==> src/rtl/ptmw_pkg.sv <==
`timescale 1ns / 1ps
// ----------------------------------------------------------------------------
// ptmw_pkg
// shared types and constants of the palindromic tree scorer
// ----------------------------------------------------------------------------
package ptmw_pkg;

    localparam int CHAR_W     = 5;
    localparam int BEST_W     = 25;
    localparam int S_TDATA_W  = 8;
    localparam int M_TDATA_W  = 32;

    localparam int EVEN_ROOT  = 1;
    localparam int ODD_ROOT   = 2;
    localparam int FIRST_REAL = 3;

    // controller to datapath
    typedef struct packed {
        logic clr_step;
        logic accept;
        logic walk_pos;
        logic walk_cmp;
        logic take_cur;
        logic use_child;
        logic start_walk2;
        logic take_link;
        logic create;
        logic inc_rd;
        logic inc_wr;
        logic fin_start;
        logic fin_rd;
        logic fin_a;
        logic fin_b;
        logic emit;
    } cmd_t;

    // datapath to controller
    typedef struct packed {
        logic clr_last;
        logic append;
        logic pos_found;
        logic pos_skip;
        logic cmp_match;
        logic child_zero;
        logic cur_is_odd;
        logic total_small;
        logic fin_last;
        logic out_free;
    } status_t;

endpackage

==> src/rtl/ptmw_ctrl.sv <==
`timescale 1ns / 1ps
// ----------------------------------------------------------------------------
// ptmw_ctrl
// sequencer for letter insertion, suffix link walks and the final count pass
// ----------------------------------------------------------------------------
module ptmw_ctrl (
    input  logic              aclk,
    input  logic              aresetn,
    input  logic              s_tvalid,
    input  logic              s_tlast,
    output logic              s_tready,
    input  ptmw_pkg::status_t status,
    output ptmw_pkg::cmd_t    cmd
);

    typedef enum logic [15:0] {
        CLEAR   = 16'h0001,
        IDLE    = 16'h0002,
        W_RD    = 16'h0004,
        W_POS   = 16'h0008,
        W_CMP   = 16'h0010,
        C_RD    = 16'h0020,
        C_EVAL  = 16'h0040,
        L_RD    = 16'h0080,
        L_EVAL  = 16'h0100,
        CREATE  = 16'h0200,
        I_RD    = 16'h0400,
        I_WR    = 16'h0800,
        F_INIT  = 16'h1000,
        F_RD    = 16'h2000,
        F_AB    = 16'h4000,
        DONE    = 16'h8000
    } state_t;

    state_t state_reg, state_next;
    logic   walk2_reg, walk2_next;
    logic   last_reg, last_next;
    logic   fin_b_reg, fin_b_next;
    state_t found_state;
    state_t end_state;

    assign s_tready    = (state_reg == IDLE);
    assign found_state = walk2_reg ? L_RD : C_RD;
    assign end_state   = last_reg ? F_INIT : IDLE;

    always_comb begin
        state_next = state_reg;
        walk2_next = walk2_reg;
        last_next  = last_reg;
        fin_b_next = fin_b_reg;
        cmd        = '0;
        unique case (state_reg)
            CLEAR: begin
                cmd.clr_step = 1'b1;
                if (status.clr_last) begin
                    state_next = IDLE;
                end
            end
            IDLE: begin
                if (s_tvalid) begin
                    cmd.accept = 1'b1;
                    last_next  = s_tlast;
                    walk2_next = 1'b0;
                    if (status.append) begin
                        state_next = W_RD;
                    end else if (s_tlast) begin
                        state_next = F_INIT;
                    end
                end
            end
            W_RD: state_next = W_POS;
            W_POS: begin
                cmd.walk_pos = 1'b1;
                if (status.pos_found) begin
                    cmd.take_cur = !walk2_reg;
                    state_next   = found_state;
                end else if (status.pos_skip) begin
                    state_next = W_RD;
                end else begin
                    state_next = W_CMP;
                end
            end
            W_CMP: begin
                cmd.walk_cmp = 1'b1;
                if (status.cmp_match) begin
                    cmd.take_cur = !walk2_reg;
                    state_next   = found_state;
                end else begin
                    state_next = W_RD;
                end
            end
            C_RD: state_next = C_EVAL;
            C_EVAL: begin
                if (!status.child_zero) begin
                    cmd.use_child = 1'b1;
                    state_next    = I_RD;
                end else if (status.cur_is_odd) begin
                    // single letter node links to the even root
                    cmd.take_link = 1'b1;
                    state_next    = CREATE;
                end else begin
                    cmd.start_walk2 = 1'b1;
                    walk2_next      = 1'b1;
                    state_next      = W_RD;
                end
            end
            L_RD: state_next = L_EVAL;
            L_EVAL: begin
                cmd.take_link = 1'b1;
                state_next    = CREATE;
            end
            CREATE: begin
                cmd.create = 1'b1;
                state_next = end_state;
            end
            I_RD: begin
                cmd.inc_rd = 1'b1;
                state_next = I_WR;
            end
            I_WR: begin
                cmd.inc_wr = 1'b1;
                state_next = end_state;
            end
            F_INIT: begin
                cmd.fin_start = 1'b1;
                fin_b_next    = 1'b0;
                state_next    = status.total_small ? DONE : F_RD;
            end
            F_RD: begin
                cmd.fin_rd = 1'b1;
                fin_b_next = 1'b0;
                state_next = F_AB;
            end
            F_AB: begin
                // fin_a takes in the node and reads its link's count, fin_b folds its count into its link
                if (!fin_b_reg) begin
                    cmd.fin_a  = 1'b1;
                    fin_b_next = 1'b1;
                end else begin
                    cmd.fin_b  = 1'b1;
                    state_next = status.fin_last ? DONE : F_RD;
                end
            end
            DONE: begin
                if (status.out_free) begin
                    cmd.emit   = 1'b1;
                    state_next = IDLE;
                end
            end
            default: state_next = CLEAR;
        endcase
    end

    always_ff @(posedge aclk) begin
        if (!aresetn) begin
            state_reg <= CLEAR;
            walk2_reg <= 1'b0;
            last_reg  <= 1'b0;
            fin_b_reg <= 1'b0;
        end else begin
            state_reg <= state_next;
            walk2_reg <= walk2_next;
            last_reg  <= last_next;
            fin_b_reg <= fin_b_next;
        end
    end

endmodule

==> config.mk <==
export PLATFORM = sky130hd
export DESIGN_NAME = ptmw_ctrl
export DESIGN_NICKNAME = d
export VERILOG_FILES = /design/src/rtl/ptmw_pkg.sv /design/src/rtl/ptmw_ctrl.sv
export SDC_FILE = /design/constraint.sdc
export NUM_CORES = 1
export LEC_CHECK = 0
export BUFFER_PORTS_ARGS = -buffer_cell sky130_fd_sc_hd__buf_2
export CAP_MARGIN = 20
export CORE_AREA = 4 4 49 83
export CTS_CLUSTER_DIAMETER = 30
export DETAILED_ROUTE_END_ITERATION = 6
export DIE_AREA = 0 0 53 87
export GPL_TIMING_DRIVEN = 1
export PLACE_DENSITY_LB_ADDON = 0.05
export SETUP_SLACK_MARGIN = 0.1
export SLEW_MARGIN = 10
export SYNTH_ARGS = -nofsm -noshare
export SYNTH_HDL_FRONTEND = slang
export SYNTH_SLANG_ARGS = --single-unit
==> constraint.sdc <==
create_clock -name aclk -period 2.9 [get_ports aclk]
set_input_delay 0.58 -clock aclk [delete_from_list [all_inputs] [get_ports aclk]]
set_output_delay 0.58 -clock aclk [all_outputs]
set_load 0.005 [all_outputs]
==> results of run 1 <==
==> area by class of cell <==
cell class	count	share of cell area, %
flip-flops and latches	19	24.78
clock buffers	4	2.934
repair buffers	32	10.76
inverters	7	1.711
multi-input cells	119	56.15
well taps	45	3.667
==> cell usage in the layout, fill, tap and decap left out, drive strengths merged, types with 2 or more instances in the layout <==
cell / instances
a21boi: 2
nor2b: 4
and2: 4
a21oi: 4
nand2: 12
nor4b: 8
o21ai: 3
or4b: 3
a22oi: 2
xnor2: 3
nor3: 10
buf: 32
inv: 7
nor2: 19
nor4: 8
nand4b: 2
dfxtp: 19
nor3b: 7
and3b: 2
clkbuf: 4
nand3: 5
o41ai: 2
nand4: 2
nand2b: 3
==> layer usage <==
metal / wire length, um / global-route usage, % / vias to the layer above
li1: - / - / 625
met1: 1349 / 18.34 / 584
met2: 1901 / 29.75 / 21
met3: 93 / 1.544 / 6
met4: 70 / 7.209 / 0
met5: 0 / 0 / -
==> path summary, 6_finish.rpt <==
kind / slack [ns] / end / from
worst max-delay path: 0.19 / cmd[11] / state_reg[5]
worst min-delay path: 0.45 / state_reg[7] / walk2_reg
worst max register to register: 0.66 / state_reg[0] / state_reg[12]
worst min register to register: 0.45 / state_reg[7] / walk2_reg
==> where the power goes <==
part	internal [uW]	switching (uW)
combinational	132	165
clock	97.7	89.4
sequential	275	30.0
total	505	284
==> worst register-to-register path, stage by stage (launching register included) <==
cell	delay [ns]
dfxtp_1	0.48
nand2b_1	0.20
nor3_1	0.07
o31ai_2	0.22
a311oi_1	0.14
o41ai_2	0.67
buf_4	0.28
o21bai_1	0.11
==> repair_timing <==
item	CTS	global route
endpoints found under the setup margin	0	3
gates resized for setup	0	3
setup buffers	0	1
==> through the flow <==
step                cells  worst slack [ns]  total power (uW)  utilization, %
floorplan             153            0.8506             530.6               -
global placement      221            0.5367             604.7           43.08
detailed placement    221            0.4882             608.9           43.08
CTS                   225            0.2062             797.5           44.40
global route          226           0.01479             846.4           45.18
finish                226            0.1942             788.7           45.18
==> logic make-up (layout without fill, tap and decap cells) <==
family	Yosys count	after routing	share of synthesized area, %
AOI/OAI and AO/OA	24	24	14.87
xor gates and xnor gates	4	4	2.703
buffers and inverters	15	43	5.598
DFF	19	19	29.34
and+or+nand+nor	91	91	47.49
==> impl_results.md, run 1 <==
* Syn nets at 167
* Endpoints failing setup at 0
* Worst r2r path cells at 7
* First-pass GRT wire length at 5.582 mm
* CTS root buf: clkbuf_8
* Sequential share of the synthesized area at 29.34%
* Row cnt at 28
* WP buf/inv at 2
* RSZ-0062 raised after global routing: yes
* Setup TNS at 0 ns
* CTS tree: built
* Hold Fails Final Rpt at 0
* Yosys reg bits at 19
* CP arrival at 2.13 ns
* Critical path depth at 7
* Share of the synthesized area in the top cell type at 29.34%
* Gpl congestion at 0.7893
* Status: complete, no violations
* Placed Area at 1464 sq um
* I/O Buffers at 30
* ANT cells at 0
* Distinct cells, synth at 44
* Ys flop type: dfxtp_1
* Total grt overflow at 0
* Multi-input logic area at 862.1 sq um
* Min Hold Slack at 0.4478 ns
* HP Class: reg2reg
* Routed wire length at 3.413 mm
* ANT nets after route at 0
* DRC Markers at 0
* Worst path max stage delay at 0.54 ns
* Mean Syn Cell Area at 8.472 sq um
* Startpoint types: register
* Slowest library cell on the worst path: nor4_4
* DRT iter0 DRCs at 35
* Starting density of the core at 38.14%
* Fin. max-slew vios at 0
* Tmin final at 2.706 ns
* Clk buf depth at 2
* Top cells by area, synth: dfxtp_1, nor4_4, nor2_1
* Total CTS buffers at 3
* Largest net degree at the start of global routing at 11
* Max Clock Freq at 369.6 MHz
* Synth warn at 0
* Vias in the first global route at 1183
* Synth top cells by count: dfxtp_1, nor2_1, nand2_1, nor4b_1
* DIE HEIGHT at 87 um
* Top Family by Delay on Critical Path: simple AND/OR/NAND/NOR gates
* IO Count at 31
* Max IR drop VDD at 0.2915 mV
* Wire per inst at 15.10 um
* Worst skew pair latency at 0.25 ns
* Hpwl dp at 2.765 mm
* GR Util All Layers at 16.31%
* Max FFs per register at 16
* FF/Latch Area at 380.4 sq um
* Final #Nets at 196
* Most frequent cell on the critical path: nor2_1
* Final Cell Area at 1535 sq um
* Cell type with the largest total area after synthesis: dfxtp_1
* P&R area growth vs syn at 18.44%
* Max-slew headroom at 56.76%
* Share of cells above drive strength 1 at 29.83%
* Via density at 5.469
* Fin Clk Skew at 0.001562 ns
* Post-synth EDFFs at 0
* H-tree depth at 1
* Max FO, Critical Path at 9
* Max-cap violations at 0
* DIE WIDTH at 53 um
* Measured slew at the worst slew-check pin at 0.6416 ns
* Via count at 1236
* Worst EP required at 2.32 ns
* Hold depth at 2
* CTS Hold Bufs at 0
* Layout fillers at 359
* Drt first pass iters at 4
* Core area at 3398 sq um
* Post-Synthesis Cells at 153
* Cell leakage power at 0.0006199 uW
* Synthesized cell area at 1296 sq um
* Clock sinks at 19
* Worst Path Class, Setup: reg2out
* Die area at 4611 sq um
* Final Cycle Share at 93.30%
* CP endpoint kind: output pin
* FFs w/ async S/R, synth at 0%
* CTS clk-pin slew, worst paths at 0.07 ns
* Crit-path cells: nor4_4 > buf_4 > nand4b_1 > nor2_1 > a32oi_1 > nor2_1 > buf_2
* Power per cell area at 513.7 nW/um^2
* Initial antenna violation count at 0
(Power assumes the default switching activity.)
==> run 2, diff against run 1 <==
--- a/config.mk
+++ b/config.mk
@@ -7,12 +7,11 @@
 export LEC_CHECK = 0
 export BUFFER_PORTS_ARGS = -buffer_cell sky130_fd_sc_hd__buf_2
 export CAP_MARGIN = 20
-export CORE_AREA = 4 4 49 83
+export CORE_AREA = 4 4 86 48
 export CTS_CLUSTER_DIAMETER = 30
 export DETAILED_ROUTE_END_ITERATION = 6
-export DIE_AREA = 0 0 53 87
+export DIE_AREA = 0 0 90 52
 export GPL_TIMING_DRIVEN = 1
-export PLACE_DENSITY_LB_ADDON = 0.05
 export SETUP_SLACK_MARGIN = 0.1
 export SLEW_MARGIN = 10
 export SYNTH_ARGS = -nofsm -noshare
==> run 2 against run 1 <==
Total power increased by 3.1%. Global-route usage decreased by 0.58 points. Cell count decreased by 1.3%. Critical endpoint is now cmd[5]. Setup slack improved by 0.091 ns. First-iteration DRC count increased to 7.2 times the previous value. Sequential share of layout area increased by 0.22 points. Die area increased by 1.5%. Critical path type unchanged. Register-to-register slack improved by 0.10 ns. Largest cell class unchanged. Sequential power about the same.
==> impl_results.md, run 2 (synthesis gave the netlist of run 1 again) <==
* Max Clock Freq at 382.4 MHz
* Worst skew pair latency at 0.26 ns
* Status: complete, no violations
* DRT iter0 DRCs at 252
* CTS clk-pin slew, worst paths at 0.07 ns
* PnR worst setup slack at 0.2852 ns
* Comb pwr share at 39.5%
* Core area at 3322 sq um
* Commonest non-fill, non-tap cell in the layout: buf_2
* Most frequent cells in the layout: buf_2, dfxtp_1, nor2_1
* CP endpoint kind: output pin
* Max FFs per register at 16
* IO Count at 31
* DIE WIDTH at 90 um
* ANT cells at 0
* Final Cell Area at 1521 sq um
* Starting density of the core at 39.02%
* H-tree depth at 1
* Die area at 4680 sq um
* CP arrival at 2.03 ns
* Internal at 509.9 uW
* DRC Markers at 0
* Net Switching at 303.5 uW
* Via count at 1329
* Clk buf depth at 2
* Vias in the first global route at 1200
* Slowest library cell on the worst path: nor4_4
* Tmin final at 2.615 ns
* Sw Share at 37.31%
* GR Util All Layers at 15.73%
* CTS tree: built
* Total grt overflow at 0
* FF-to-FF setup slack at 0.76 ns
* Reg power frac at 37.6%
* Cell leakage power at 0.0006210 uW
* Fin. max-slew vios at 0
* Worst Path Class, Setup: reg2out
* Wire per inst at 16.06 um
* Clock sinks at 19
* Routed wire length at 3.582 mm
* ANT nets after route at 0
* Gpl congestion at 0.9908
* Worst slack, placed at 0.5609 ns
* I/O Buffers at 30
* Layout fillers at 322
* Hpwl dp at 2.865 mm
* Fin Clk Skew at 0.0009306 ns
* HP Class: reg2reg
* Drt first pass iters at 5
* Crit-path cells: nor4_4 > and2_1 > nand3_1 > nor3b_1 > buf_2
* Max-slew headroom at 58.11%
* Measured slew at the worst slew-check pin at 0.6197 ns
* Final #Nets at 196
* Clock power frac at 22.9%
* CTS root buf: clkbuf_8
* FF/Latch Area at 380.4 sq um
* Max FO, Critical Path at 8
* Largest net degree at the start of global routing at 12
* Max-cap violations at 0
* Row cnt at 15
* Hold Fails Final Rpt at 0
* Share of cells above drive strength 1 at 29.83%
* P&R area growth vs syn at 17.37%
* Initial antenna violation count at 0
* Top Family by Delay on Critical Path: simple AND/OR/NAND/NOR gates
* Final Cycle Share at 90.16%
* Worst path max stage delay at 0.52 ns
* Setup TNS at 0 ns
* Placed Area at 1468 sq um
* RSZ-0062 raised after global routing: no
* First-pass GRT wire length at 5.768 mm
* Startpoint types: register
* DIE HEIGHT at 52 um
* Worst EP required at 2.32 ns
* Multi-input logic area at 850.8 sq um
* Power per cell area at 534.6 nW/um^2
* WP buf/inv at 1
* Total CTS buffers at 3
* Endpoints failing setup at 0
* Max IR drop VDD at 0.2378 mV
* Via density at 5.960
[run 2: cell count changes in the layout (fill, tap and decap cells not counted), sizes merged]
cell,before,now
clkbuf,4,3
clkinv,0,1
[run 2: layout make-up]
| cell class | count | area share (%) |
|---|---|---|
| well taps | 42 | 3.454 |
| repair buffers | 32 | 10.86 |
| clock inverters | 1 | 0.3289 |
| flip-flops and latches | 19 | 25.00 |
| multi-input cells | 119 | 55.92 |
| inverters | 7 | 1.727 |
| clock buffers | 3 | 2.714 |
[run 2: layer usage]
| layer | vias up | wire (um) | GRT usage [%] |
|---|---|---|---|
| li1 | 622 | - | - |
| met2 | 83 | 1375 | 21.01 |
| met5 | - | 0 | 0 |
| met4 | 0 | 36 | 4.061 |
| met1 | 616 | 1780 | 23.12 |
| met3 | 8 | 389 | 5.780 |
[run 2: stage by stage]
step | instances | hold WS (ns) | utilization (%) | total power (uW)
3_3_place_gp | 219 | 0.4468 | 44.18 | 624.7
6_report | 223 | 0.4630 | 45.80 | 813.4
3_5_place_dp | 219 | 0.4537 | 44.18 | 623.3
5_1_grt | 223 | 0.5029 | 45.80 | 865.7
4_1_cts | 223 | 0.4634 | 45.57 | 812.0
2_1_floorplan | 153 | 0.4235 | - | 530.6
[run 2: final timing paths]
kind	startpoint	end	depth (start not counted)
max	state_reg[12]	cmd[5]	5
min	walk2_reg	state_reg[7]	2
max reg2reg	state_reg[7]	state_reg[0]	6
min reg2reg	walk2_reg	state_reg[7]	2
[run 2: tightest hold or removal path, stage by stage (launching register included)]
cell	delay [ns]
dfxtp_1	0.33
nand2_1	0.06
nor2_1	0.04
[run 2: power groups by stage]
stage	Combinational (uW)	Clock (uW)	Sequential, uW
2_1_floorplan	227	0	304
3_3_place_gp	316	0	308
3_5_place_dp	311	0	312
4_1_cts	313	194	305
5_1_grt	350	207	309
6_report	321	186	306
[run 2: timing repair]
item / CTS / global route
buffers inserted: 0 / 0
hold buffers: 0 / 0
endpoints found under the setup margin: 0 / 1
resized for setup: 0 / 2
==> run 3, diff against run 2 <==
--- a/config.mk
+++ b/config.mk
@@ -7,11 +7,12 @@
 export LEC_CHECK = 0
 export BUFFER_PORTS_ARGS = -buffer_cell sky130_fd_sc_hd__buf_2
 export CAP_MARGIN = 20
-export CORE_AREA = 4 4 86 48
+export CORE_AREA = 4 4 81 45
 export CTS_CLUSTER_DIAMETER = 30
 export DETAILED_ROUTE_END_ITERATION = 6
-export DIE_AREA = 0 0 90 52
+export DIE_AREA = 0 0 85 49
 export GPL_TIMING_DRIVEN = 1
+export PLACE_DENSITY = 0.68
 export SETUP_SLACK_MARGIN = 0.1
 export SLEW_MARGIN = 10
 export SYNTH_ARGS = -nofsm -noshare
==> run 3 against run 2 <==
First-iteration DRC count is 72% lower. Combinational power is 4% lower. Via count is 7.8% lower. Non-clock buffer count stayed put. Critical path depth is 1 higher. Worst hold slack worse by 0.010 ns. Sequential share of layout area is 0.19 points higher. Cell count is 0.90% lower. Clock power hardly changed. Utilization is 5.8 points higher. Largest power group unchanged. Highest routed layer unchanged.
==> impl_results.md, run 3 (synthesis gave the netlist of run 1 again) <==
* Fin. max-slew vios at 0
* Tmin final at 2.571 ns
* Worst EP required at 2.32 ns
* Clk buf depth at 2
* Hold Fails Final Rpt at 0
* Via density at 5.548
* CTS clk-pin slew, worst paths at 0.07 ns
* Fin Clk Skew at 0.005723 ns
* I/O Buffers at 30
* Worst Path Class, Setup: reg2out
* ANT cells at 0
* Crit-path cells: nor4_4 > nand3_1 > nor2_1 > nand2_1 > inv_1 > buf_2
* Max IR drop VDD at 0.2334 mV
* DIE WIDTH at 85 um
* Die area at 4165 sq um
* Core area at 2925 sq um
* DRT iter0 DRCs at 70
* Startpoint types: register
* PnR worst setup slack at 0.3286 ns
* CP arrival at 1.99 ns
* RSZ-0062 raised after global routing: no
* Initial antenna violation count at 0
* Total grt overflow at 0
* Max FO, Critical Path at 8
* Power per cell area at 527.3 nW/um^2
* Worst slack, placed at 0.6449 ns
* Max Clock Freq at 388.9 MHz
* Total CTS buffers at 3
* CP endpoint kind: output pin
* DIE HEIGHT at 49 um
* Vias in the first global route at 1039
* H-tree depth at 1
* WP buf/inv at 2
* Largest net degree at the start of global routing at 11
* Status: complete, no violations
* Measured slew at the worst slew-check pin at 0.6122 ns
* Dpl cells at 217
* Max-slew headroom at 58.61%
* HP Class: reg2reg
* Slowest library cell on the worst path: nor4_4
* IO Count at 31
* Hpwl dp at 2.334 mm
* Final Cycle Share at 88.67%
* First-pass GRT wire length at 4.988 mm
* CTS Hold Bufs at 0
* Via count at 1226
* Gpl congestion at 0.7790
* CTS root buf: clkbuf_8
* DRC Markers at 0
* Setup Fix Bufs, Post-CTS at 0
* Share of cells above drive strength 1 at 28.18%
* ANT nets after route at 0
* Worst path max stage delay at 0.49 ns
* P&R area growth vs syn at 16.51%
* FF-to-FF setup slack at 0.85 ns
* Max-cap violations at 0
* Commonest non-fill, non-tap cell in the layout: buf_2
* Most frequent cells in the layout: buf_2, nor2_1, dfxtp_1
* Max FFs per register at 16
* GR Util All Layers at 14.67%
* Worst skew pair latency at 0.25 ns
* Drt first pass iters at 5
* Setup TNS at 0 ns
* Routed wire length at 3.025 mm
* Wire per inst at 13.69 um
* Cell leakage power at 0.0006117 uW
* Post_cts resized at 0
* Top Family by Delay on Critical Path: simple AND/OR/NAND/NOR gates
* Starting density of the core at 44.31%
* Non-Filler Instances at 221
* Clock sinks at 19
* CTS tree: built
* Final #Nets at 196
* Endpoints failing setup at 0
* Row cnt at 14
* Total power at 796.3 uW
run 3: cell types whose count changed in the layout (fill, tap and decap cells not counted), sizes merged:
| cell | delta |
|---|---|
| clkinv | -1 |
| clkbuf | +1 |
run 3: power by group:
part           internal (uW)  switching, uW
clock network           97.6           85.2
logic                    139            169
registers                275           30.5
total                    511            285
run 3: worst reg2reg max path: cells and delay by family (launching register included):
kind	cells	cell delay [ns]
XOR/XNOR	1	0.17
flip-flops	1	0.53
AND/OR/NAND/NOR	2	0.25
buffers and inverters	1	0.23
AO/OA/AOI/OAI	3	0.77
run 3: per-stage QoR:
stage          utilization [%]  area [sq um]  hold WS [ns]
4_1_cts                  51.63          1510        0.4560
2_1_floorplan                -          1296        0.4235
3_5_place_dp             50.09          1465        0.4464
5_1_grt                  51.63          1510        0.4698
6_report                 51.63          1510        0.4528
3_3_place_gp             50.09          1465        0.4474
run 3: worst paths after layout:
path | cells past startpoint | endpoint | start
min reg2reg | 2 | state_reg[7] | walk2_reg
min | 2 | state_reg[7] | walk2_reg
max reg2reg | 7 | state_reg[13] | state_reg[15]
max | 6 | cmd[14] | state_reg[12]
run 3: layer usage:
metal | routed length, um | track usage (%)
met3 | 158 | 3.879
met2 | 1302 | 22.04
met4 | 23 | 3.158
met5 | 0 | 0
met1 | 1540 | 20.86
run 3: cell type report:
class,count,area [sq um]
Inverter,7,26.28
Timing Repair Buffer,32,165.2
Tap cell,40,50.05
Sequential cell,19,380.4
Fill cell,288,1415
Clock buffer,4,45.04
Multi-Input combinational cell,119,843.3
